## config.mk

```make
export PLATFORM = sky130hd
export DESIGN_NAME = multi_stage_pattern_trigger_flat
export DESIGN_NICKNAME = d
export VERILOG_FILES = /design/src/rtl/core/mspt_pkg.sv /design/src/rtl/core/mspt_ifs.sv /design/src/rtl/core/multi_stage_pattern_trigger.sv /design/src/flat_wrapper.sv
export SDC_FILE = /design/constraint.sdc
export NUM_CORES = 1
export LEC_CHECK = 0
export BUFFER_PORTS_ARGS = -buffer_cell sky130_fd_sc_hd__buf_2
export CAP_MARGIN = 20
export CORE_MARGIN = 1
export CORE_UTILIZATION = 60
export CTS_CLUSTER_DIAMETER = 120
export CTS_CLUSTER_SIZE = 40
export DETAILED_ROUTE_END_ITERATION = 8
export PLACE_DENSITY = 0.85
export SYNTH_ARGS = -nofsm -noshare
export SYNTH_HDL_FRONTEND = slang
export SYNTH_SLANG_ARGS = --single-unit
```

## constraint.sdc

```tcl
create_clock -name clk -period 6.1 [get_ports clk]
set_input_delay 0.61 -clock clk [delete_from_list [all_inputs] [get_ports clk]]
set_output_delay 0.61 -clock clk [all_outputs]
set_load 0.01 [all_outputs]
```

## src/rtl/core/mspt_pkg.sv

```systemverilog
// ---------------------------------------------------------------------------
// mspt_pkg
// Shared types, constants and helpers for the multi-stage pattern trigger.
// ---------------------------------------------------------------------------
`timescale 1ns / 1ps

package mspt_pkg;

    localparam int STAGES     = 4;   // trigger stages, 1..4
    localparam int SAMPLE_W   = 16;
    localparam int PACKED_W   = 64;  // four 16-bit lanes
    localparam int CFG_IDX_W  = 2;
    localparam int COUNT_W    = 32;
    localparam int Q_DEPTH    = 8;   // rescan queue depth
    localparam int Q_AW       = 3;
    localparam int MAX_RES    = 8;   // results kept per request
    localparam int STAGE_W    = 2;   // stage index 0..3

    // configuration register indexes
    localparam logic [CFG_IDX_W-1:0] REG_STAGE_MASKS  = 2'd0;
    localparam logic [CFG_IDX_W-1:0] REG_STAGE_VALUES = 2'd1;
    localparam logic [CFG_IDX_W-1:0] REG_WIDE_SAMPLES = 2'd2;
    localparam logic [CFG_IDX_W-1:0] REG_SAMPLE_LIMIT = 2'd3;

    // request types
    localparam logic REQ_ARM    = 1'b0;
    localparam logic REQ_SAMPLE = 1'b1;

    // result kinds
    localparam logic KIND_DATA   = 1'b0;
    localparam logic KIND_MARKER = 1'b1;

    typedef struct packed {
        logic                kind;
        logic [SAMPLE_W-1:0] sample;
        logic                done;
    } res_item_t;

    // one 16-bit lane of a packed mask/value register
    function automatic logic [SAMPLE_W-1:0] lane(input logic [PACKED_W-1:0] packed_word,
                                                 input logic [STAGE_W-1:0]  idx);
        logic [SAMPLE_W-1:0] r;
        r = packed_word[idx*SAMPLE_W +: SAMPLE_W];
        return r;
    endfunction

endpackage

```

## src/rtl/core/mspt_ifs.sv

```systemverilog
// ---------------------------------------------------------------------------
// mspt channel interfaces
// Valid/ready channels for requests, results and configuration writes.
// ---------------------------------------------------------------------------
`timescale 1ns / 1ps

interface mspt_req_if
    import mspt_pkg::*;
();
    logic                valid;
    logic                ready;
    logic                req_type;
    logic [SAMPLE_W-1:0] sample_in;

    modport source (output valid, req_type, sample_in, input ready);
    modport sink   (input valid, req_type, sample_in, output ready);
endinterface

interface mspt_res_if
    import mspt_pkg::*;
();
    logic                valid;
    logic                ready;
    logic                item_kind;
    logic [SAMPLE_W-1:0] sample_out;
    logic                last;
    logic                done_res;

    modport source (output valid, item_kind, sample_out, last, done_res, input ready);
    modport sink   (input valid, item_kind, sample_out, last, done_res, output ready);
endinterface

interface mspt_cfg_if
    import mspt_pkg::*;
();
    logic                 valid;
    logic                 ready;
    logic [CFG_IDX_W-1:0] index;
    logic [PACKED_W-1:0]  data;

    modport source (output valid, index, data, input ready);
    modport sink   (input valid, index, data, output ready);
endinterface

```

## src/rtl/core/multi_stage_pattern_trigger.sv

```systemverilog
// ---------------------------------------------------------------------------
// multi_stage_pattern_trigger
// Logic-analyzer trigger: up to four mask/value stages, marker on trigger,
// replay of the matched samples, then pass-through up to a sample limit.
// ---------------------------------------------------------------------------
// Channel | Dir | Payload                                 | Handshake
// req     | in  | req_type, sample_in                     | valid/ready
// res     | out | item_kind, sample_out, last, done_res   | valid/ready
// cfg     | in  | index (2b), data (64b)                  | valid/ready, ready tied high
//
// Order: one request at a time. A request is accepted, then runs its
// comparator steps one by one (a queued sample compared or passed, a
// stored match replayed or requeued), finds the queue empty or the block
// stopped (after leaving any replay), and releases the final result. An
// arm or a sample while stopped goes straight to the release; a rescan
// after a partial match requeues the stored matches but the first and
// repeats compares. All steps share the single comparator, and results
// pass through a one-entry staging register.
// Reset: all control state clears; the queue and the match store do not.
// Stalls: while a result is held and the output register is full and not
// taken, every compare, pass and replay step waits; requeue steps do not.
// The last result is held back until the step ends so that it can carry last.
// ---------------------------------------------------------------------------
`timescale 1ns / 1ps

module multi_stage_pattern_trigger
    import mspt_pkg::*;
(
    input  logic       clk,
    input  logic       rst_n,
    mspt_req_if.sink   req,
    mspt_res_if.source res,
    mspt_cfg_if.sink   cfg
);

    typedef enum logic [2:0] {
        ST_IDLE,     // ready for a request
        ST_PROC,     // compare or pass the queue head
        ST_REPLAY,   // pass stored matches after the trigger
        ST_REQUEUE,  // push stored matches back ahead of the queue
        ST_FINISH    // release the held result with last set
    } state_t;

    // configuration
    logic [PACKED_W-1:0] masks_reg;
    logic [PACKED_W-1:0] values_reg;
    logic                wide_reg;
    logic [COUNT_W-1:0]  limit_reg;

    // sequencer state
    state_t              state_reg,      state_next;
    logic [Q_AW-1:0]     head_reg,       head_next;
    logic [Q_AW:0]       cnt_reg,        cnt_next;
    logic [STAGE_W-1:0]  stage_reg,      stage_next;
    logic                fired_reg,      fired_next;
    logic                stopped_reg,    stopped_next;
    logic [COUNT_W-1:0]  count_reg,      count_next;
    logic [3:0]          rcnt_reg,       rcnt_next;    // results this request, 0..8
    logic [STAGE_W:0]    rep_idx_reg,    rep_idx_next;
    logic [STAGE_W:0]    rep_num_reg,    rep_num_next;
    logic [STAGE_W-1:0]  req_idx_reg,    req_idx_next;
    logic                pend_valid_reg, pend_valid_next;
    res_item_t           pend_reg,       pend_next;
    logic                out_valid_reg,  out_valid_next;
    res_item_t           out_item_reg,   out_item_next;
    logic                out_last_reg,   out_last_next;

    // storage
    logic [SAMPLE_W-1:0] q_mem [Q_DEPTH];
    logic [SAMPLE_W-1:0] match_mem [4];

    logic                q_we;
    logic [Q_AW-1:0]     q_waddr;
    logic [SAMPLE_W-1:0] q_wdata;
    logic                m_we;
    logic [STAGE_W-1:0]  m_waddr;
    logic [STAGE_W-1:0]  m_raddr;

    // datapath
    logic [SAMPLE_W-1:0] in_sample;
    logic [SAMPLE_W-1:0] head_sample;
    logic [SAMPLE_W-1:0] stored_sample;
    logic                hit;
    logic [STAGE_W:0]    st_inc;
    logic                fire;
    logic                can_emit;
    logic [COUNT_W-1:0]  cnt_sat;
    logic                limit_hit;
    logic [Q_AW+1:0]     room_sum;
    logic                put_en;
    logic                pass_en;
    res_item_t           put_item;

    assign req.ready = (state_reg == ST_IDLE);
    assign cfg.ready = 1'b1;

    assign res.valid      = out_valid_reg;
    assign res.item_kind  = out_item_reg.kind;
    assign res.sample_out = out_item_reg.sample;
    assign res.done_res   = out_item_reg.done;
    assign res.last       = out_last_reg;

    // narrow mode drops the high byte before anything else sees it
    assign in_sample = wide_reg ? req.sample_in : {8'h00, req.sample_in[7:0]};

    assign head_sample   = q_mem[head_reg];
    assign m_raddr       = (state_reg == ST_REPLAY) ? rep_idx_reg[STAGE_W-1:0] : req_idx_reg;
    assign stored_sample = match_mem[m_raddr];

    // the shared comparator
    assign hit    = (head_sample & lane(masks_reg, stage_reg)) == lane(values_reg, stage_reg);
    assign st_inc = {1'b0, stage_reg} + 1'b1;
    assign fire   = (st_inc >= (STAGE_W+1)'(STAGES))
                 || (lane(masks_reg, st_inc[STAGE_W-1:0]) == '0);

    // room for the requeue: cnt + (stage - 1) <= depth
    assign room_sum = {1'b0, cnt_reg} + {{(Q_AW-STAGE_W+2){1'b0}}, stage_reg};

    // counter step for a passed data item, saturating
    assign cnt_sat   = (count_reg == '1) ? count_reg : count_reg + 1'b1;
    assign limit_hit = (limit_reg != '0) && (cnt_sat >= limit_reg);

    // a result can be staged when the held one can move to the output register
    assign can_emit = !pend_valid_reg || !out_valid_reg || res.ready;

    always_comb
    begin
        state_next      = state_reg;
        head_next       = head_reg;
        cnt_next        = cnt_reg;
        stage_next      = stage_reg;
        fired_next      = fired_reg;
        stopped_next    = stopped_reg;
        count_next      = count_reg;
        rcnt_next       = rcnt_reg;
        rep_idx_next    = rep_idx_reg;
        rep_num_next    = rep_num_reg;
        req_idx_next    = req_idx_reg;
        pend_valid_next = pend_valid_reg;
        pend_next       = pend_reg;
        out_valid_next  = out_valid_reg;
        out_item_next   = out_item_reg;
        out_last_next   = out_last_reg;

        q_we     = 1'b0;
        q_waddr  = head_reg;
        q_wdata  = in_sample;
        m_we     = 1'b0;
        m_waddr  = stage_reg;
        put_en   = 1'b0;
        pass_en  = 1'b0;
        put_item = '{kind: KIND_DATA, sample: head_sample, done: 1'b0};

        if (out_valid_reg && res.ready)
        begin
            out_valid_next = 1'b0;
        end

        unique case (state_reg)
            ST_IDLE:
            begin
                if (req.valid)
                begin
                    rcnt_next = '0;
                    if (req.req_type == REQ_ARM)
                    begin
                        stage_next   = '0;
                        fired_next   = 1'b0;
                        count_next   = '0;
                        stopped_next = 1'b0;
                        state_next   = ST_FINISH;
                    end
                    else if (stopped_reg)
                    begin
                        state_next = ST_FINISH;
                    end
                    else
                    begin
                        q_we       = 1'b1;
                        cnt_next   = (Q_AW+1)'(1);
                        state_next = ST_PROC;
                    end
                end
            end

            ST_PROC:
            begin
                if (cnt_reg == '0 || stopped_reg)
                begin
                    state_next = ST_FINISH;
                end
                else if (can_emit)
                begin
                    if (fired_reg)
                    begin
                        head_next = head_reg + 1'b1;
                        cnt_next  = cnt_reg - 1'b1;
                        put_en    = 1'b1;
                        pass_en   = 1'b1;
                    end
                    else if (hit)
                    begin
                        head_next = head_reg + 1'b1;
                        cnt_next  = cnt_reg - 1'b1;
                        m_we      = 1'b1;
                        if (fire)
                        begin
                            put_en       = 1'b1;
                            put_item     = '{kind: KIND_MARKER, sample: '0, done: 1'b0};
                            fired_next   = 1'b1;
                            stage_next   = '0;
                            rep_idx_next = '0;
                            rep_num_next = st_inc;
                            state_next   = ST_REPLAY;
                        end
                        else
                        begin
                            stage_next = st_inc[STAGE_W-1:0];
                        end
                    end
                    else if (stage_reg != '0)
                    begin
                        // rescan: the sample stays at the head, stored[1..st-1]
                        // go in front of it
                        stage_next = '0;
                        if (room_sum <= (Q_AW+2)'(Q_DEPTH + 1))
                        begin
                            req_idx_next = stage_reg - 1'b1;
                            if (stage_reg != STAGE_W'(1))
                            begin
                                state_next = ST_REQUEUE;
                            end
                        end
                        else
                        begin
                            head_next = head_reg + 1'b1;
                            cnt_next  = cnt_reg - 1'b1;
                        end
                    end
                    else
                    begin
                        head_next = head_reg + 1'b1;
                        cnt_next  = cnt_reg - 1'b1;
                    end
                end
            end

            ST_REPLAY:
            begin
                if (stopped_reg || rep_idx_reg == rep_num_reg)
                begin
                    state_next = ST_PROC;
                end
                else if (can_emit)
                begin
                    put_en       = 1'b1;
                    pass_en      = 1'b1;
                    put_item     = '{kind: KIND_DATA, sample: stored_sample, done: 1'b0};
                    rep_idx_next = rep_idx_reg + 1'b1;
                end
            end

            ST_REQUEUE:
            begin
                q_we         = 1'b1;
                q_waddr      = head_reg - 1'b1;
                q_wdata      = stored_sample;
                head_next    = head_reg - 1'b1;
                cnt_next     = cnt_reg + 1'b1;
                req_idx_next = req_idx_reg - 1'b1;
                if (req_idx_reg == STAGE_W'(1))
                begin
                    state_next = ST_PROC;
                end
            end

            ST_FINISH:
            begin
                if (!pend_valid_reg)
                begin
                    state_next = ST_IDLE;
                end
                else if (!out_valid_reg || res.ready)
                begin
                    out_valid_next  = 1'b1;
                    out_item_next   = pend_reg;
                    out_last_next   = 1'b1;
                    pend_valid_next = 1'b0;
                    state_next      = ST_IDLE;
                end
            end

            default:
            begin
                state_next = ST_IDLE;
            end
        endcase

        // results beyond the per-request limit are dropped
        if (put_en && rcnt_reg < 4'(MAX_RES))
        begin
            if (pend_valid_reg)
            begin
                out_valid_next = 1'b1;
                out_item_next  = pend_reg;
                out_last_next  = 1'b0;
            end
            pend_valid_next = 1'b1;
            pend_next       = put_item;
            rcnt_next       = rcnt_reg + 1'b1;
        end

        if (pass_en)
        begin
            count_next = cnt_sat;
            if (limit_hit)
            begin
                stopped_next   = 1'b1;
                pend_next.done = 1'b1;   // the newest result, kept or not
            end
        end
    end

    always_ff @(posedge clk or negedge rst_n)
    begin
        if (!rst_n)
        begin
            state_reg      <= ST_IDLE;
            head_reg       <= '0;
            cnt_reg        <= '0;
            stage_reg      <= '0;
            fired_reg      <= 1'b0;
            stopped_reg    <= 1'b0;
            count_reg      <= '0;
            rcnt_reg       <= '0;
            rep_idx_reg    <= '0;
            rep_num_reg    <= '0;
            req_idx_reg    <= '0;
            pend_valid_reg <= 1'b0;
            out_valid_reg  <= 1'b0;
            out_last_reg   <= 1'b0;
        end
        else
        begin
            state_reg      <= state_next;
            head_reg       <= head_next;
            cnt_reg        <= cnt_next;
            stage_reg      <= stage_next;
            fired_reg      <= fired_next;
            stopped_reg    <= stopped_next;
            count_reg      <= count_next;
            rcnt_reg       <= rcnt_next;
            rep_idx_reg    <= rep_idx_next;
            rep_num_reg    <= rep_num_next;
            req_idx_reg    <= req_idx_next;
            pend_valid_reg <= pend_valid_next;
            out_valid_reg  <= out_valid_next;
            out_last_reg   <= out_last_next;
        end
    end

    // payload registers, no reset
    always_ff @(posedge clk)
    begin
        pend_reg     <= pend_next;
        out_item_reg <= out_item_next;
    end

    always_ff @(posedge clk)
    begin
        if (q_we)
        begin
            q_mem[q_waddr] <= q_wdata;
        end
        if (m_we)
        begin
            match_mem[m_waddr] <= head_sample;
        end
    end

    // configuration registers
    always_ff @(posedge clk or negedge rst_n)
    begin
        if (!rst_n)
        begin
            masks_reg  <= '0;
            values_reg <= '0;
            wide_reg   <= 1'b0;
            limit_reg  <= '0;
        end
        else if (cfg.valid)
        begin
            unique case (cfg.index)
                REG_STAGE_MASKS:  masks_reg  <= cfg.data;
                REG_STAGE_VALUES: values_reg <= cfg.data;
                REG_WIDE_SAMPLES: wide_reg   <= cfg.data[0];
                REG_SAMPLE_LIMIT: limit_reg  <= cfg.data[COUNT_W-1:0];
                default:          limit_reg  <= limit_reg;
            endcase
        end
    end

endmodule

```

## src/flat_wrapper.sv

```systemverilog
// flat-port wrapper written by rule: the top's interface ports become plain ports
module multi_stage_pattern_trigger_flat import mspt_pkg::*;
  (clk, rst_n, req_valid, req_req_type, req_sample_in, req_ready, res_valid, res_item_kind, res_sample_out, res_last, res_done_res, res_ready, cfg_valid, cfg_index, cfg_data, cfg_ready);
  mspt_req_if req_i ();
  mspt_res_if res_i ();
  mspt_cfg_if cfg_i ();
  input  logic clk;
  input  logic rst_n;
  input wire logic [$bits(req_i.valid)-1:0] req_valid;
  input wire logic [$bits(req_i.req_type)-1:0] req_req_type;
  input wire logic [$bits(req_i.sample_in)-1:0] req_sample_in;
  output wire logic [$bits(req_i.ready)-1:0] req_ready;
  output wire logic [$bits(res_i.valid)-1:0] res_valid;
  output wire logic [$bits(res_i.item_kind)-1:0] res_item_kind;
  output wire logic [$bits(res_i.sample_out)-1:0] res_sample_out;
  output wire logic [$bits(res_i.last)-1:0] res_last;
  output wire logic [$bits(res_i.done_res)-1:0] res_done_res;
  input wire logic [$bits(res_i.ready)-1:0] res_ready;
  input wire logic [$bits(cfg_i.valid)-1:0] cfg_valid;
  input wire logic [$bits(cfg_i.index)-1:0] cfg_index;
  input wire logic [$bits(cfg_i.data)-1:0] cfg_data;
  output wire logic [$bits(cfg_i.ready)-1:0] cfg_ready;
  assign req_i.valid = req_valid;
  assign req_i.req_type = req_req_type;
  assign req_i.sample_in = req_sample_in;
  assign req_ready = req_i.ready;
  assign res_valid = res_i.valid;
  assign res_item_kind = res_i.item_kind;
  assign res_sample_out = res_i.sample_out;
  assign res_last = res_i.last;
  assign res_done_res = res_i.done_res;
  assign res_i.ready = res_ready;
  assign cfg_i.valid = cfg_valid;
  assign cfg_i.index = cfg_index;
  assign cfg_i.data = cfg_data;
  assign cfg_ready = cfg_i.ready;
  multi_stage_pattern_trigger u_core (.clk(clk), .rst_n(rst_n), .req(req_i), .res(res_i), .cfg(cfg_i));
endmodule
```

---- Word level (Yosys, flattened, before mapping) ----
Memories as Yosys holds them, arrays and structs flattened.
Cells that the tools add are included.
storage, ports and cells
  register bits after elaboration ......... 258
  bits in writable memories ............... 192
  input port bits ......................... 88
  output and inout port bits .............. 22
  word-level logic and storage cells ...... 260
  memories ................................ 2
memories
  name              words  width  rd ports  clocked after memory_dff  wr ports  line                               text
  u_core.q_mem      8      16     1         0                         1         multi_stage_pattern_trigger.sv:69  logic [SAMPLE_W-1:0] q_mem [Q_DEPTH];
  u_core.match_mem  4      16     1         0                         1         multi_stage_pattern_trigger.sv:70  logic [SAMPLE_W-1:0] match_mem [4];
operators by class
  $add $sub $neg .......................... 11
  order comparisons ....................... 4
  equal/unequal tests ..................... 38
  shifts and indexed selects .............. 3
  multiplexer cells ....................... 135
  bitwise gates (word level) .............. 3
  reduce and logical (&&, ||, !) cells .... 40
operators with widths
  cell                   count
  $mux 18                11
  $shiftx 64x7->16       3
  $mux 32                5
  $mux 3                 29
  $mux 1                 49
  $mux 4                 12
  $pmux 18 s2            1
  $add 32x1->32 const B  1
  $eq 32x32->1 const B   1
  $ge 32x32->1           1
  $mux 16                2
  $reduce_bool 32->1     1
  $mux 2                 15
  $reduce_and 7->1       3
  $ne 2x1->1 const B     9
  $ne 2x2->1 const B     9
  $reduce_bool 2->1      9
  $mux 17                1
  $and 16x16->16         1
  $eq 16x16->1           1
  $logic_not 16->1       1
  $pmux 3 s5             1
  $ne 4x1->1 const B     3
  $pmux 3 s2             2
  38 further kinds       63

---- Depth between registers and ports, before layout ----
  word-level depth ........................ 14
  mapped depth ............................ 17
  mapped depth without buffers ............ 17

---- Worst setup path before layout ----
Ideal clock, no wire load.
  kind .................................... register -> register
  from .................................... register u_core.stage_reg[1], in the netlist u_core.m_waddr[1]
  to ...................................... memory u_core.match_mem[3][0], enable pin
  setup time .............................. 0.439 ns
  data arrival time ....................... 4.330 ns
  required time ........................... 5.661 ns
  slack ................................... 1.332 ns
  cell stages (with the launch flop) ...... 11
  buffers on the path ..................... 4
  period minus slack after synthesis ...... 4.768 ns
  path through ............................ dfrtp_1 -> buf_2 -> buf_4 -> buf_2 -> mux2_2 -> o21a_1 -> nor4_1 -> nand4_1 -> or2_1 -> buf_2 -> nor4b_1
on the way
  word-level cells in the longest chain between the ends .. 10
  elaborated cells on any way between the ends .. 11
  classes of those cells .................. eq/ne (1); shift (2); mux (7); bitwise (1)
RTL lines
  what                          line                                text
  start: declaration            multi_stage_pattern_trigger.sv:54   logic [STAGE_W-1:0] stage_reg, stage_next;
  start signal: assignment      multi_stage_pattern_trigger.sv:348  stage_reg <= stage_next;
  $shiftx 64x7->16              mspt_pkg.sv:43                      r = packed_word[idx*SAMPLE_W +: SAMPLE_W];
  $and 16x16->16                multi_stage_pattern_trigger.sv:111  assign hit = (head_sample & lane(masks_reg, stage_reg)) == lane(values_reg, stage_reg);
  $eq 16x16->1                  multi_stage_pattern_trigger.sv:111
  $mux 1                        multi_stage_pattern_trigger.sv:201  else if (hit)
  $mux 1                        multi_stage_pattern_trigger.sv:194  if (fired_reg)
  $mux 1                        multi_stage_pattern_trigger.sv:192  else if (can_emit)
  $mux 1                        multi_stage_pattern_trigger.sv:188  if (cnt_reg == '0 || stopped_reg)
  $mux 1                        multi_stage_pattern_trigger.sv:159  unique case (state_reg)
  $mux 1                        multi_stage_pattern_trigger.sv:375  if (m_we)
  $mux 1 (not written as such)  multi_stage_pattern_trigger.sv:377  match_mem[m_waddr] <= head_sample;
  end: declaration              multi_stage_pattern_trigger.sv:70
Parallel ways exist; a longest one is shown, timed or not.

==> results.yml <==
power_and_ir_drop:
  power.density_nw_per_um2: 349
  p_leak_uw: 0.00928
  irDropWorstVdd_v: 0.000265
cts:
  clk_path_buf_depth: 3
  cts.repair.resized: 0
  cts_tree: "done"
  clock_sink_count: 450
  worstSkewPairLatency_ps: 550
  cts_buffers: 15
  cts_setup_buffers: 0
  path_clk_slew_ps: 140
  cts_hold_buf: 0
  h-tree-depth: 1
  cts_root_buffer: "clkbuf_16"
layout:
  fin_nets: 1846
  stdcell_area_um2: 22800
  area_growth_pct: 6.82
  fin_cells: 2171
  regMostFlops: "u_core.q_mem"
  largest_reg_flops: 128
  drive_gt1_share_pct: 24.1
  n_antenna_cell: 0
placed_design:
  dp.cells: 2145
  placedInstanceArea_um2: 22300
  place.gp.congestion: 0.941
  dpl_worst_slack_ps: 1370
  portBuffers: 108
  dp_hpwl_um: 37600
status:
  status: "finished, final reports clean"
sta:
  final.setup_skew_ps: 43.1
  fin_tns_setup_ps: 0
  slew_viol_final: 0
  tightest_slew_ps: 984
  worst_slack_ps: 1260
  finalHoldViolations: 0
  max_freq_ghz: 0.207
  relSlewSlack_pct: 34.4
  post-route-period-util_pct: 79.4
  worst_hold_slack_ps: 7.63
  setup_viol: 0
  rsz0062_at_grt: "false"
  post-route-min-period_ps: 4840
route:
  drt-pass1-iter-count: 6
  drt-vias-per-instance: 6.58
  postRouteAntennaNets: 0
  first_iter_violations: 1843
  wl_per_cell_um: 24.2
  vias: 14300
  wl_um: 52400
  drcViolationCount: 0
synth:
  synth_edf_count: 227
  ys_warn_count: 0
  synth_cells: 1641
  syn-cell-area_um2: 21300
  ys_async_sr_fraction_pct: 49.3
  ys_seq_area_share_pct: 58.1
  synth_nets: 1779
  synth_cell_types: 67
  syn_avg_cell_area_um2: 13.0
  ys_ff_latch: 450
  synth_flop_cell: "edfxtp_1"
global_route:
  grt_pass1_vias: 13900
  grt_max_degree: 86
  antenna_found_initial: 1
  grtUsageTotal_pct: 29.6
  grt-ovfl-total: 0
  grt_pass1_wl_um: 81800
setup_path:
  critPathArrivalTime_ps: 5030
  crit_type: "reg2reg"
  cp-end-kind: "flop"
  crit_fanout: 28
  rrSetupSlack_ps: 1260
  start_kind: "flop"
  r2r_cells: 10
  reg2reg_from: "u_core.head_reg[0]$_DFFE_PN0P_"
  critPathRequiredTime_ps: 6290
flow_run:
  maxCapViolCount: 0
die:
  num_io_pins: 110
  initial_core_util_pct: 61.3
  core_area_um2: 34800
  num_rows: 68
  fp.dieW_um: 191
  fp.dieArea_um2: 36300
  dieHeight_um: 191
hold_path:
  hp-class: "in2async"
layer usage:
metal | vias to the layer above | wire length, µm | global-route usage, %
li1 | 6285 | - | -
met1 | 7097 | 21100 | 42.8
met2 | 777 | 24100 | 45.6
met3 | 114 | 5330 | 5.52
met4 | 2 | 1980 | 9.97
met5 | - | 19 | 0
cell usage in the layout (no fill, tap or decap), types with 32 or more instances in the layout:
cell      count
edfxtp_1    227
dfrtp_1     219
mux2_2      204
nand2_1     142
buf_2       107
nor2_1       71
inv_1        68
ha_1         48
nor4_1       45
nand3_1      34
mux4_2       34
o21ai_0      34
mux2i_1      32
cell families after synthesis:
kind of cell | Yosys count | share of synthesized area (%)
other cells | 1 | 0.0176
compound gates | 251 | 8.47
mux | 274 | 16.1
fa+ha+maj | 50 | 3.00
simple gates | 419 | 9.78
flops | 450 | 58.1
buf+inv | 157 | 3.01
xor+xnor | 39 | 1.60
metrics by stage:
stage | power, µW | util, %
2_1_floorplan | 5680 | -
3_3_place_gp | 6440 | 64.2
3_5_place_dp | 6560 | 64.2
4_1_cts | 7900 | 65.5
5_1_grt | 8290 | 65.5
6_report | 7960 | 65.5
where the power goes:
group / leakage [µW] / internal (µW) / switching, µW
Sequential: 0.00478 / 3670 / 395
Combinational: 0.00429 / 982 / 1540
Clock: 0.000210 / 484 / 884
cell usage after synthesis (34+ instances only):
| cell | n | area (µm²) |
|---|---|---|
| clkbuf_1 | 56 | 210 |
| dfrtp_1 | 222 | 5560 |
| nand3_1 | 34 | 170 |
| nor2_1 | 71 | 267 |
| mux2_2 | 204 | 2300 |
| ha_1 | 48 | 601 |
| o21ai_0 | 34 | 170 |
| nand2_1 | 142 | 533 |
| inv_1 | 68 | 255 |
| edfxtp_1 | 227 | 6820 |
| mux2i_1 | 34 | 340 |
| mux4_2 | 34 | 766 |
| nor4_1 | 47 | 294 |
cell type report:
class | count | area [µm²]
sequential | 450 | 12400
multi-input combinational | 1034 | 8350
inverter | 69 | 259
clock buffer | 23 | 405
fill | 2439 | 12000
tap | 455 | 569
clock inverter | 2 | 38.8
timing repair buffer | 138 | 776
worst max-delay path by stage:
stage                                         from                                to
floorplan            u_core.m_waddr[1]$_DFFE_PN0P_  u_core.match_mem[3][0]$_DFFE_PP_
global route        u_core.head_reg[0]$_DFFE_PN0P_                              flop
detailed placement  u_core.head_reg[0]$_DFFE_PN0P_                              flop
CTS                 u_core.head_reg[0]$_DFFE_PN0P_                              flop
global placement    u_core.head_reg[0]$_DFFE_PN0P_                              flop
finish              u_core.head_reg[0]$_DFFE_PN0P_                              flop
worst max-delay path, stage by stage, from the launching register on:
cell	delay (ps)
dfrtp_1	480
buf_4	410
mux4_2	550
mux2i_1	730
nor3_1	130
nor4b_2	370
nand4_1	400
nor4b_4	370
buf_4	280
or2_2	160
o21a_1	580
Power figures use the tool's default switching activity.
